**config.mk**
```make
export PLATFORM = sky130hd
export DESIGN_NAME = rgb_fade_pattern_sequencer_unit
export DESIGN_NICKNAME = d
export VERILOG_FILES = /design/src/rfps_pkg.sv /design/src/rfps_seg_store.sv /design/src/rfps_fade_lane.sv /design/src/rgb_fade_pattern_sequencer_unit.sv
export SDC_FILE = /design/constraint.sdc
export NUM_CORES = 2
export LEC_CHECK = 0
export BUFFER_PORTS_ARGS = -buffer_cell sky130_fd_sc_hd__buf_2
export CAP_MARGIN = 20
export CORE_MARGIN = 2
export CORE_UTILIZATION = 25
export CTS_CLUSTER_SIZE = 16
export DETAILED_ROUTE_END_ITERATION = 8
export GPL_TIMING_DRIVEN = 0
export PLACE_DENSITY_LB_ADDON = 0.05
export SLEW_MARGIN = 20
export SYNTH_ARGS = -nofsm -noshare
export SYNTH_HDL_FRONTEND = slang
export SYNTH_SLANG_ARGS = --single-unit
```
**constraint.sdc**
```tcl
create_clock -name clk -period 5.8 [get_ports clk]
set_clock_uncertainty 0.05 [all_clocks]
set_input_delay 1.45 -clock clk [delete_from_list [all_inputs] [get_ports clk]]
set_output_delay 1.45 -clock clk [all_outputs]
set_load 0.01 [all_outputs]
```
**src/rfps_pkg.sv**
```systemverilog
// ----------------------------------------------------------------------------
// RGB fade pattern sequencer package
// Shared types, command codes, size defaults and the built-in segment and
// pattern contents loaded at reset.
// ----------------------------------------------------------------------------
`default_nettype none

package rfps_pkg;

  localparam int SEGMENTS_DEF = 64;
  localparam int PATTERNS_DEF = 5;
  localparam logic [6:0] MAX_TOTAL = 7'd64;

  localparam logic [2:0] CMD_TICK   = 3'd0;
  localparam logic [2:0] CMD_START  = 3'd1;
  localparam logic [2:0] CMD_STOP   = 3'd2;
  localparam logic [2:0] CMD_WR_SEG = 3'd3;
  localparam logic [2:0] CMD_WR_PAT = 3'd4;

  typedef struct packed {
    logic [7:0] red;
    logic [7:0] green;
    logic [7:0] blue;
    logic [7:0] steps;
  } seg_t;

  // Work handed to one colour channel's serial multiply-divide lane.
  typedef struct packed {
    logic              load;
    logic [7:0]        from_lvl;
    logic signed [8:0] delta;
    logic [7:0]        step;
    logic [7:0]        steps;
  } lane_ctrl_t;

  function automatic seg_t builtin_seg(input logic [7:0] addr);
    seg_t s;
    s = '0;
    case (addr)
      8'd0:    s = '{8'd255, 8'd0,   8'd0,   8'd100};
      8'd1:    s = '{8'd0,   8'd255, 8'd0,   8'd100};
      8'd2:    s = '{8'd0,   8'd0,   8'd255, 8'd100};
      8'd3:    s = '{8'd255, 8'd0,   8'd0,   8'd50};
      8'd4:    s = '{8'd0,   8'd0,   8'd255, 8'd50};
      8'd5:    s = '{8'd0,   8'd255, 8'd0,   8'd75};
      8'd6:    s = '{8'd0,   8'd90,  8'd0,   8'd75};
      8'd7:    s = '{8'd150, 8'd14,  8'd235, 8'd40};
      8'd8:    s = '{8'd85,  8'd8,   8'd133, 8'd40};
      8'd9:    s = '{8'd85,  8'd64,  8'd64,  8'd40};
      8'd10:   s = '{8'd255, 8'd128, 8'd0,   8'd40};
      8'd11:   s = '{8'd255, 8'd0,   8'd0,   8'd15};
      8'd12:   s = '{8'd255, 8'd0,   8'd0,   8'd0};
      8'd13:   s = '{8'd0,   8'd0,   8'd0,   8'd15};
      default: s = '0;
    endcase
    return s;
  endfunction

  function automatic logic [5:0] builtin_first(input logic [2:0] id);
    logic [5:0] f;
    f = '0;
    case (id)
      3'd0:    f = 6'd0;
      3'd1:    f = 6'd3;
      3'd2:    f = 6'd5;
      3'd3:    f = 6'd7;
      3'd4:    f = 6'd11;
      default: f = 6'd0;
    endcase
    return f;
  endfunction

  function automatic logic [6:0] builtin_count(input logic [2:0] id);
    logic [6:0] c;
    c = '0;
    case (id)
      3'd0:    c = 7'd3;
      3'd1:    c = 7'd2;
      3'd2:    c = 7'd2;
      3'd3:    c = 7'd4;
      3'd4:    c = 7'd4;
      default: c = 7'd0;
    endcase
    return c;
  endfunction

endpackage

`default_nettype wire

```
**src/rfps_seg_store.sv**
```systemverilog
// ----------------------------------------------------------------------------
// Segment store
// Single-port-write, single-port-read memory of segments with registered read
// data. Per-entry valid bits make unwritten entries read as built-in contents.
// ----------------------------------------------------------------------------
`default_nettype none

module rfps_seg_store #(
  parameter int SEGMENTS = 64,
  parameter int AW       = 6
) (
  input  logic                clk,
  input  logic                rst_n,
  input  logic                wr_en,
  input  logic [AW-1:0]       wr_addr,
  input  rfps_pkg::seg_t      wr_data,
  input  logic [AW-1:0]       rd_addr,
  output rfps_pkg::seg_t      rd_data
);
  import rfps_pkg::*;

  seg_t                mem [SEGMENTS];
  logic [SEGMENTS-1:0] valid_r;
  seg_t                rd_data_r;
  logic                rd_valid_r;
  logic [AW-1:0]       rd_addr_r;

  always_ff @(posedge clk) begin
    if (wr_en) begin
      mem[wr_addr] <= wr_data;
    end
    rd_data_r <= mem[rd_addr];
    rd_addr_r <= rd_addr;
  end

  always_ff @(posedge clk) begin
    if (!rst_n) begin
      valid_r    <= '0;
      rd_valid_r <= 1'b0;
    end else begin
      if (wr_en) begin
        valid_r[wr_addr] <= 1'b1;
      end
      rd_valid_r <= valid_r[rd_addr];
    end
  end

  assign rd_data = rd_valid_r ? rd_data_r : builtin_seg(8'(rd_addr_r));

endmodule

`default_nettype wire

```
**src/rfps_fade_lane.sv**
```systemverilog
// ----------------------------------------------------------------------------
// Fade lane
// One colour channel: bit-serial shift-add multiply of |delta| by the step,
// bit-serial restoring divide by the step count, then sign and saturation.
// ----------------------------------------------------------------------------
`default_nettype none

module rfps_fade_lane (
  input  logic                 clk,
  input  logic                 rst_n,
  input  rfps_pkg::lane_ctrl_t ctrl,
  output logic [7:0]           level,
  output logic                 done
);
  import rfps_pkg::*;

  typedef enum logic [1:0] {L_IDLE, L_MUL, L_DIV, L_FIN} lane_state_t;

  lane_state_t state_r;
  logic [3:0]  cnt_r;
  logic [15:0] dvd_r;
  logic [7:0]  rem_r;
  logic [7:0]  mcand_r;
  logic [7:0]  steps_r;
  logic [7:0]  from_r;
  logic        neg_r;
  logic [7:0]  level_r;
  logic        done_r;

  logic [8:0]  mag9;
  logic [8:0]  sum9;
  logic [8:0]  shifted;
  logic        q_bit;
  logic [8:0]  diff9;
  logic [16:0] up17;

  always_comb begin
    mag9    = ctrl.delta[8] ? (9'd0 - 9'(ctrl.delta)) : 9'(ctrl.delta);
    sum9    = 9'(dvd_r[15:8]) + (dvd_r[0] ? 9'(mcand_r) : 9'd0);
    shifted = {rem_r, dvd_r[15]};
    q_bit   = (shifted >= 9'(steps_r));
    diff9   = shifted - 9'(steps_r);
    up17    = 17'(from_r) + 17'(dvd_r);
  end

  always_ff @(posedge clk) begin
    if (!rst_n) begin
      state_r <= L_IDLE;
      cnt_r   <= '0;
      done_r  <= 1'b0;
    end else begin
      done_r <= 1'b0;
      case (state_r)
        L_IDLE: begin
          if (ctrl.load) begin
            dvd_r   <= {8'd0, mag9[7:0]};
            neg_r   <= ctrl.delta[8];
            mcand_r <= ctrl.step;
            steps_r <= ctrl.steps;
            from_r  <= ctrl.from_lvl;
            rem_r   <= '0;
            cnt_r   <= '0;
            state_r <= L_MUL;
          end
        end
        L_MUL: begin
          dvd_r <= {sum9, dvd_r[7:1]};
          cnt_r <= cnt_r + 4'd1;
          if (cnt_r == 4'd7) begin
            cnt_r   <= '0;
            state_r <= L_DIV;
          end
        end
        L_DIV: begin
          rem_r <= q_bit ? diff9[7:0] : shifted[7:0];
          dvd_r <= {dvd_r[14:0], q_bit};
          cnt_r <= cnt_r + 4'd1;
          if (cnt_r == 4'd15) begin
            cnt_r   <= '0;
            state_r <= L_FIN;
          end
        end
        L_FIN: begin
          if (steps_r == 8'd0) begin
            level_r <= from_r;
          end else if (neg_r) begin
            level_r <= (dvd_r > 16'(from_r)) ? 8'd0 : (from_r - dvd_r[7:0]);
          end else begin
            level_r <= (up17[16:8] != 9'd0) ? 8'hFF : up17[7:0];
          end
          done_r  <= 1'b1;
          state_r <= L_IDLE;
        end
        default: state_r <= L_IDLE;
      endcase
    end
  end

  assign level = level_r;
  assign done  = done_r;

endmodule

`default_nettype wire

```
**src/rgb_fade_pattern_sequencer_unit.sv**
```systemverilog
// ----------------------------------------------------------------------------
// RGB fade pattern sequencer
// Plays colour fade patterns out of a segment store and a pattern table, one
// colour per tick command, with commands to start, stop and rewrite content.
// ----------------------------------------------------------------------------
//
//   Channel   Handshake          Contents
//   -------   ----------------   ------------------------------------------
//   input     start, busy        command, pattern id, segment / entry data
//   result    out_strobe         red, green, blue levels and status
//
// An item is taken on a rising edge with start high and busy low. Every item
// gives exactly one result, shown for a single cycle under out_strobe.
// Start, stop, write and rejected commands finish in the cycle they are taken,
// so such items can follow one another on every clock.
// A tick while a pattern runs keeps busy high through T_CUR, T_NXT (on the
// first tick of a segment only), T_LOAD and T_RUN, where the bit-serial lanes
// multiply and then divide; the reads of the segment store are registered.
// Reset is synchronous and active low; it reloads the built-in segments and
// patterns (through per-entry valid bits in the store) and stops playback.
// The receiver cannot stall results, so none are ever held back.
// ----------------------------------------------------------------------------
`default_nettype none

module rgb_fade_pattern_sequencer_unit #(
  parameter int SEGMENTS = rfps_pkg::SEGMENTS_DEF,
  parameter int PATTERNS = rfps_pkg::PATTERNS_DEF
) (
  input  logic       clk,
  input  logic       rst_n,
  input  logic       start,
  output logic       busy,
  input  logic [2:0] in_command,
  input  logic [2:0] in_pattern_id,
  input  logic [5:0] in_segment_addr,
  input  logic [7:0] in_red_in,
  input  logic [7:0] in_green_in,
  input  logic [7:0] in_blue_in,
  input  logic [7:0] in_step_count,
  input  logic [5:0] in_first_segment,
  input  logic [6:0] in_segment_total,
  output logic       out_strobe,
  output logic [7:0] out_red_out,
  output logic [7:0] out_green_out,
  output logic [7:0] out_blue_out,
  output logic       out_status
);
  import rfps_pkg::*;

  localparam int AW = $clog2(SEGMENTS);
  localparam int PW = (PATTERNS > 1) ? $clog2(PATTERNS) : 1;

  // The tick sequence: read the current segment, on a fresh segment also the
  // next one, then hand the three channels to the lanes and wait.
  typedef enum logic [2:0] {T_IDLE, T_CUR, T_NXT, T_LOAD, T_RUN} tick_state_t;

  tick_state_t       state_r;
  logic              running_r;
  logic [5:0]        act_start_r;
  logic [6:0]        act_count_r;
  logic [5:0]        seg_pos_r;
  logic [7:0]        step_pos_r;
  logic              fresh_r;
  logic [AW-1:0]     cur_addr_r;
  logic [7:0]        steps_r;
  logic [7:0]        from_r  [3];
  logic signed [8:0] delta_r [3];
  logic [5:0]        tab_first_r [PATTERNS];
  logic [6:0]        tab_count_r [PATTERNS];
  logic              out_strobe_r;
  logic              out_status_r;
  logic [7:0]        out_lvl_r [3];

  logic              accept;
  logic              pid_ok;
  logic [PW-1:0]     pid_idx;
  logic              pos_last;
  logic [AW-1:0]     addr_inc;
  logic [AW-1:0]     cur_addr_nxt;
  logic [5:0]        seg_pos_nxt;
  logic [7:0]        step_nxt;
  logic [AW-1:0]     rd_addr;
  seg_t              rd_data;
  logic [7:0]        rd_lvl [3];
  logic              seg_wr_en;
  seg_t              seg_wr_data;
  lane_ctrl_t        lane_ctrl [3];
  logic [7:0]        lane_level [3];
  logic [2:0]        lane_done;

  assign accept  = start && (state_r == T_IDLE);
  assign pid_ok  = (4'(in_pattern_id) < 4'(PATTERNS));
  assign pid_idx = in_pattern_id[PW-1:0];

  // Walk of the pattern's store addresses: first + position, kept as a
  // running address that wraps at the store size and returns to the first
  // segment after the last one.
  always_comb begin
    pos_last     = ((7'(seg_pos_r) + 7'd1) == act_count_r);
    addr_inc     = (9'(cur_addr_r) == 9'(SEGMENTS - 1)) ? '0 : (cur_addr_r + AW'(1));
    cur_addr_nxt = pos_last ? AW'(act_start_r) : addr_inc;
    seg_pos_nxt  = pos_last ? 6'd0 : (seg_pos_r + 6'd1);
    step_nxt     = step_pos_r + 8'd1;
  end

  assign rd_addr     = (state_r == T_CUR) ? cur_addr_nxt : cur_addr_r;
  assign seg_wr_en   = accept && (in_command == CMD_WR_SEG) &&
                       (9'(in_segment_addr) < 9'(SEGMENTS));
  assign seg_wr_data = '{in_red_in, in_green_in, in_blue_in, in_step_count};

  assign rd_lvl[0] = rd_data.red;
  assign rd_lvl[1] = rd_data.green;
  assign rd_lvl[2] = rd_data.blue;

  rfps_seg_store #(
    .SEGMENTS (SEGMENTS),
    .AW       (AW)
  ) u_store (
    .clk     (clk),
    .rst_n   (rst_n),
    .wr_en   (seg_wr_en),
    .wr_addr (AW'(in_segment_addr)),
    .wr_data (seg_wr_data),
    .rd_addr (rd_addr),
    .rd_data (rd_data)
  );

  for (genvar k = 0; k < 3; k++) begin : g_lane
    assign lane_ctrl[k] = '{(state_r == T_LOAD), from_r[k], delta_r[k],
                            step_pos_r, steps_r};
    rfps_fade_lane u_lane (
      .clk   (clk),
      .rst_n (rst_n),
      .ctrl  (lane_ctrl[k]),
      .level (lane_level[k]),
      .done  (lane_done[k])
    );
  end

  always_ff @(posedge clk) begin
    if (!rst_n) begin
      state_r      <= T_IDLE;
      running_r    <= 1'b0;
      act_start_r  <= '0;
      act_count_r  <= '0;
      seg_pos_r    <= '0;
      step_pos_r   <= '0;
      fresh_r      <= 1'b1;
      cur_addr_r   <= '0;
      steps_r      <= '0;
      out_strobe_r <= 1'b0;
      out_status_r <= 1'b0;
      for (int k = 0; k < 3; k++) begin
        from_r[k]    <= '0;
        delta_r[k]   <= '0;
        out_lvl_r[k] <= '0;
      end
      for (int i = 0; i < PATTERNS; i++) begin
        tab_first_r[i] <= builtin_first(3'(i));
        tab_count_r[i] <= builtin_count(3'(i));
      end
    end else begin
      out_strobe_r <= 1'b0;
      case (state_r)
        T_IDLE: begin
          if (accept) begin
            // Non-tick commands answer black; the lanes only feed ticks.
            out_status_r <= 1'b0;
            for (int k = 0; k < 3; k++) begin
              out_lvl_r[k] <= '0;
            end
            out_strobe_r <= 1'b1;
            case (in_command)
              CMD_TICK: begin
                if (running_r && (act_count_r != 7'd0)) begin
                  out_strobe_r <= 1'b0;
                  state_r      <= T_CUR;
                end
              end
              CMD_START: begin
                if (pid_ok) begin
                  running_r   <= 1'b1;
                  act_start_r <= tab_first_r[pid_idx];
                  act_count_r <= tab_count_r[pid_idx];
                  cur_addr_r  <= AW'(tab_first_r[pid_idx]);
                  seg_pos_r   <= '0;
                  step_pos_r  <= '0;
                  fresh_r     <= 1'b1;
                end else begin
                  out_status_r <= 1'b1;
                end
              end
              CMD_STOP: begin
                running_r <= 1'b0;
              end
              CMD_WR_SEG: begin
                out_status_r <= !(9'(in_segment_addr) < 9'(SEGMENTS));
              end
              CMD_WR_PAT: begin
                if (pid_ok && (9'(in_first_segment) < 9'(SEGMENTS)) &&
                    (in_segment_total != 7'd0) && (in_segment_total <= MAX_TOTAL)) begin
                  tab_first_r[pid_idx] <= in_first_segment;
                  tab_count_r[pid_idx] <= in_segment_total;
                end else begin
                  out_status_r <= 1'b1;
                end
              end
              default: out_status_r <= 1'b1;
            endcase
          end
        end
        T_CUR: begin
          // The step count is re-read on every tick.
          steps_r <= rd_data.steps;
          if (fresh_r) begin
            for (int k = 0; k < 3; k++) begin
              from_r[k] <= rd_lvl[k];
            end
            state_r <= T_NXT;
          end else begin
            state_r <= T_LOAD;
          end
        end
        T_NXT: begin
          for (int k = 0; k < 3; k++) begin
            delta_r[k] <= $signed(9'(rd_lvl[k]) - 9'(from_r[k]));
          end
          step_pos_r <= '0;
          fresh_r    <= 1'b0;
          state_r    <= T_LOAD;
        end
        T_LOAD: begin
          state_r <= T_RUN;
        end
        T_RUN: begin
          if (&lane_done) begin
            for (int k = 0; k < 3; k++) begin
              out_lvl_r[k] <= lane_level[k];
            end
            out_status_r <= 1'b0;
            out_strobe_r <= 1'b1;
            step_pos_r   <= step_nxt;
            if ((steps_r == 8'd0) || (steps_r == step_nxt)) begin
              fresh_r    <= 1'b1;
              seg_pos_r  <= seg_pos_nxt;
              cur_addr_r <= cur_addr_nxt;
            end
            state_r <= T_IDLE;
          end
        end
        default: state_r <= T_IDLE;
      endcase
    end
  end

  assign busy          = (state_r != T_IDLE);
  assign out_strobe    = out_strobe_r;
  assign out_status    = out_status_r;
  assign out_red_out   = out_lvl_r[0];
  assign out_green_out = out_lvl_r[1];
  assign out_blue_out  = out_lvl_r[2];

`ifndef NO_ASSERTIONS
  // A result only appears once the tick sequence has finished.
  a_strobe_idle: assert property (@(posedge clk) disable iff (!rst_n)
    out_strobe |-> !busy) else $error("result shown while busy");

  // A rejected command never carries a colour.
  a_reject_black: assert property (@(posedge clk) disable iff (!rst_n)
    (out_strobe && out_status) |->
      (out_red_out == 8'd0 && out_green_out == 8'd0 && out_blue_out == 8'd0))
    else $error("rejected command with colour");

  // The lanes finish together and only while the sequencer waits for them.
  a_lane_sync: assert property (@(posedge clk) disable iff (!rst_n)
    (|lane_done) |-> ((&lane_done) && state_r == T_RUN))
    else $error("lane completion out of step");

  // The running store address stays inside the store.
  a_addr_range: assert property (@(posedge clk) disable iff (!rst_n)
    9'(cur_addr_r) < 9'(SEGMENTS)) else $error("segment address out of range");
`endif

endmodule

`default_nettype wire
```
==> impl_metrics.json <==
{
  "status": "finished clean",
  "place_hpwl_mm": 310,
  "layout_common_cells": "edfxtp_1 (2398), nand2_1 (663), a21oi_1 (510)",
  "path_clk_slew_ns": 0.06,
  "crit_path_frequent_cell": "o21a_1",
  "wl_mm": 432,
  "gp_congestion": 0.799,
  "drt_iter0_drc": 5997,
  "max_slew_margin_pct": 24.3,
  "drc": 0,
  "crit_family": "compound AO/OA/AOI/OAI gates",
  "rows": 239,
  "max_stage_delay_ns": 0.49,
  "final_nets": 7697,
  "htree_levels": 5,
  "avgRoutedWirePerCell_um": 32.3,
  "powerDensity_nw_per_um2": 326,
  "r2r_setup_slack_ns": 0.24,
  "synth.area.top_cells": "edfxtp_1 (68%), mux4_2 (7.7%), dfxtp_1 (3.6%), a21oi_1 (2.4%), nand2_1 (2.4%)",
  "cts_tree": "built",
  "tightest_slew_ns": 1.14,
  "preCtsSetupSlack_ns": -1.12,
  "overflow": 0,
  "drv_slew": 0,
  "insertion_delay_ns": 0.95,
  "synth_top_area_cell": "edfxtp_1",
  "peakVddDrop_v": 0.000223,
  "root_buffer": "clkbuf_16",
  "cell_internal_pwr_mw": 32.5,
  "first_pass_iters": 5,
  "synth_edf_count": 2398,
  "core_um2": 424000,
  "synth.distinct_cells": 78,
  "p_switching_mw": 9.86,
  "grt_use_total_pct": 19.6,
  "layout_commonest_cell": "edfxtp_1",
  "finalPower_mw": 42.4,
  "ant_nets": 0,
  "p_sw_share_pct": 23.3,
  "layout_setup_ws_ns": 0.237,
  "crit_arrival_ns": 6.27,
  "die_y_um": 657,
  "ys.warnings.count": 0,
  "avgViaCountPerCell": 4.81,
  "syn_inst": 6806,
  "cap_violations": 0,
  "area_growth_pct": 21.9,
  "rr_startpoint": "seg_pos_r[0]",
  "clock.fmax_mhz": 180,
  "synthArstFlopShare_pct": 0,
  "p_comb_share_pct": 4.9,
  "cts_buffers": 323,
  "die_width_um": 657,
  "vias": 64500,
  "drive_above_1_share_pct": 18.3,
  "ys_seq_elements": 2589,
  "synth_seq_area_share_pct": 71.1,
  "grt_pass1_wl_mm": 583,
  "critPathSlowestCell": "o311ai_4",
  "end_kind": "flip-flop",
  "worst_setup_path_start_kind": "flip-flop",
  "path_depth": 15,
  "finalHoldViolations": 0,
  "cts_buffer_depth": 4,
  "grt_pass1_vias": 65600,
  "crit_chain": "ha_2 -> nor2b_1 -> o21a_1 -> o311ai_4 -> a21o_1 -> mux2i_1 -> o21a_1 -> clkbuf_2 -> inv_1 -> nor2_4 -> buf_8 -> nand2_1 -> o22ai_1 -> or3_1 -> a211o_1",
  "start_util_pct": 25.1,
  "criticalPathCategory": "flip-flop to flip-flop",
  "critPathBufInv": 3,
  "antenna_found_initial": 45,
  "yosysTopAreaCellShare_pct": 67.6,
  "ios": 87,
  "min_path_type": "flip-flop to flip-flop",
  "portBuffers": 80,
  "startpoint": "seg_pos_r[0]",
  "avgSynthCellArea_um2": 15.7,
  "cp-endpoint": "u_store.rd_data_r[4]",
  "power_frac_seq_pct": 48.8,
  "required_ns": 6.51,
  "period_needed_ns": 5.56,
  "reg2reg_depth": 15,
  "whs_ns": 0.406,
  "syn_area_um2": 107000,
  "leakagePower_nw": 43.6,
  "dieArea_um2": 432000,
  "pwr-share-clk_pct": 46.3,
  "layout_worst_path_cycle_share_pct": 95.9,
  "nFillCells": 42100,
  "crit_path_max_fanout": 10,
  "grt_max_degree": 65,
  "cts.sinks": 2589,
  "synth_top_flop_cell": "edfxtp_1",
  "regToRegEndpoint": "u_store.rd_data_r[4]",
  "rsz0062_at_grt": "no",
  "finalSetupViolCount": 0
}
-- registers in the layout, indices dropped and copies added, names as in the netlist, 12 cells and up, named ones only --
signal,flops
delta_r,27
from_r,24
g_lane.u_lane.cnt_r,12
g_lane.u_lane.dvd_r,48
g_lane.u_lane.from_r,24
g_lane.u_lane.level,24
g_lane.u_lane.mcand_r,24
g_lane.u_lane.rem_r,24
g_lane.u_lane.steps_r,24
out_lvl_r,24
tab_count_r,56
tab_first_r,48
u_store.mem,2048
u_store.rd_data_r,32
u_store.valid_r,64
-- synth_stat cells, types with 24 or more instances --
master	count
a21oi_1	510
clkbuf_1	242
a221o_1	30
nand3_1	100
and3_1	38
buf_1	27
or3_1	26
nor2b_1	112
xnor2_1	59
nor3_1	46
a21o_1	62
dfxtp_1	191
mux4_2	363
xor2_1	28
a22oi_1	206
nand2_1	669
nand2b_1	40
buf_2	63
mux2i_1	68
nor2_1	402
and2_1	103
a31oi_1	27
o21ai_0	134
edfxtp_1	2398
buf_4	24
a221oi_1	129
a211oi_1	36
inv_1	167
ha_1	170
-- cells by family (layout without fill, tap and decap cells) --
logic type / after synthesis / after routing / share of synthesized area, %
other cells: 1 / 58 / 0.00352
fa+ha+maj: 185 / 185 / 2.28
buf+inv: 551 / 1422 / 2.31
compound gates: 1341 / 1341 / 8.32
mux: 436 / 436 / 8.36
simple gates: 1616 / 1616 / 6.88
flops: 2589 / 2589 / 71.1
xor+xnor: 87 / 87 / 0.715
-- how the worst min path moves through the flow --
stage                        start                         end  slack [ns]  cells past startpoint
2_1_floorplan       delta_r[0][17]      g_lane[1].u_lane.neg_r        0.37                      0
3_3_place_gp   u_store.valid_r[58]         u_store.valid_r[58]        0.40                      2
3_5_place_dp         from_r[0][22]  g_lane[2].u_lane.from_r[6]        0.40                      0
4_1_cts              from_r[0][22]  g_lane[2].u_lane.from_r[6]        0.41                      0
5_1_grt              from_r[0][22]  g_lane[2].u_lane.from_r[6]        0.43                      0
6_report             from_r[0][22]  g_lane[2].u_lane.from_r[6]        0.41                      0
-- per-layer routing --
metal,vias to the layer above,global-route usage [%],part of all wire (%)
met2,1749,33.2,49
met4,10,4.38,2.3
met1,34400,26.7,44
met5,-,0,0.015
li1,27800,-,-
met3,477,2.49,4.7
-- area by class of cell --
cell class                      count  area [um^2]  share of cell area, %
Timing Repair Buffer              283         5110                   3.94
Antenna cell                       19         47.5                 0.0366
Inverter                          170          647                  0.498
Clock buffer                      434         8880                   6.83
Sequential cell                  2589        75800                   58.4
Tap cell                         5663         7090                   5.45
Clock inverter                    154         1220                  0.936
Multi-Input combinational cell   3704        29100                   22.4
Buffer                            381         1960                   1.51
-- through the flow --
step                area (um^2)  util [%]  instances  TNS [ns]
finish                   130000      30.6      13400         0
global route             130000      30.6      13400         0
CTS                      130000      30.6      13400         0
detailed placement       120000      28.2      12800    -45.96
global placement         114000      26.9      12600  -6720.88
floorplan                107000         -       6844         0
-- power by group through the flow --
stage | Combinational, mW | Sequential (mW) | Clock, mW
after global routing | 2.27 | 20.7 | 20.8
after floorplan | 1.06 | 21.0 | 0
after CTS | 2.13 | 20.7 | 20.1
final | 2.09 | 20.7 | 19.6
after detailed placement | 2.12 | 21.0 | 0
after global placement | 2.05 | 21.1 | 0
-- timing repair --
action,in CTS,in global routing
pin swaps,1,0
setup endpoints to repair,56,26
setup buffers,2,0
hold buffers,0,0
gates resized for setup,62,39
gates cloned,0,0
No activity file was read; power rests on OpenSTA's default activity.
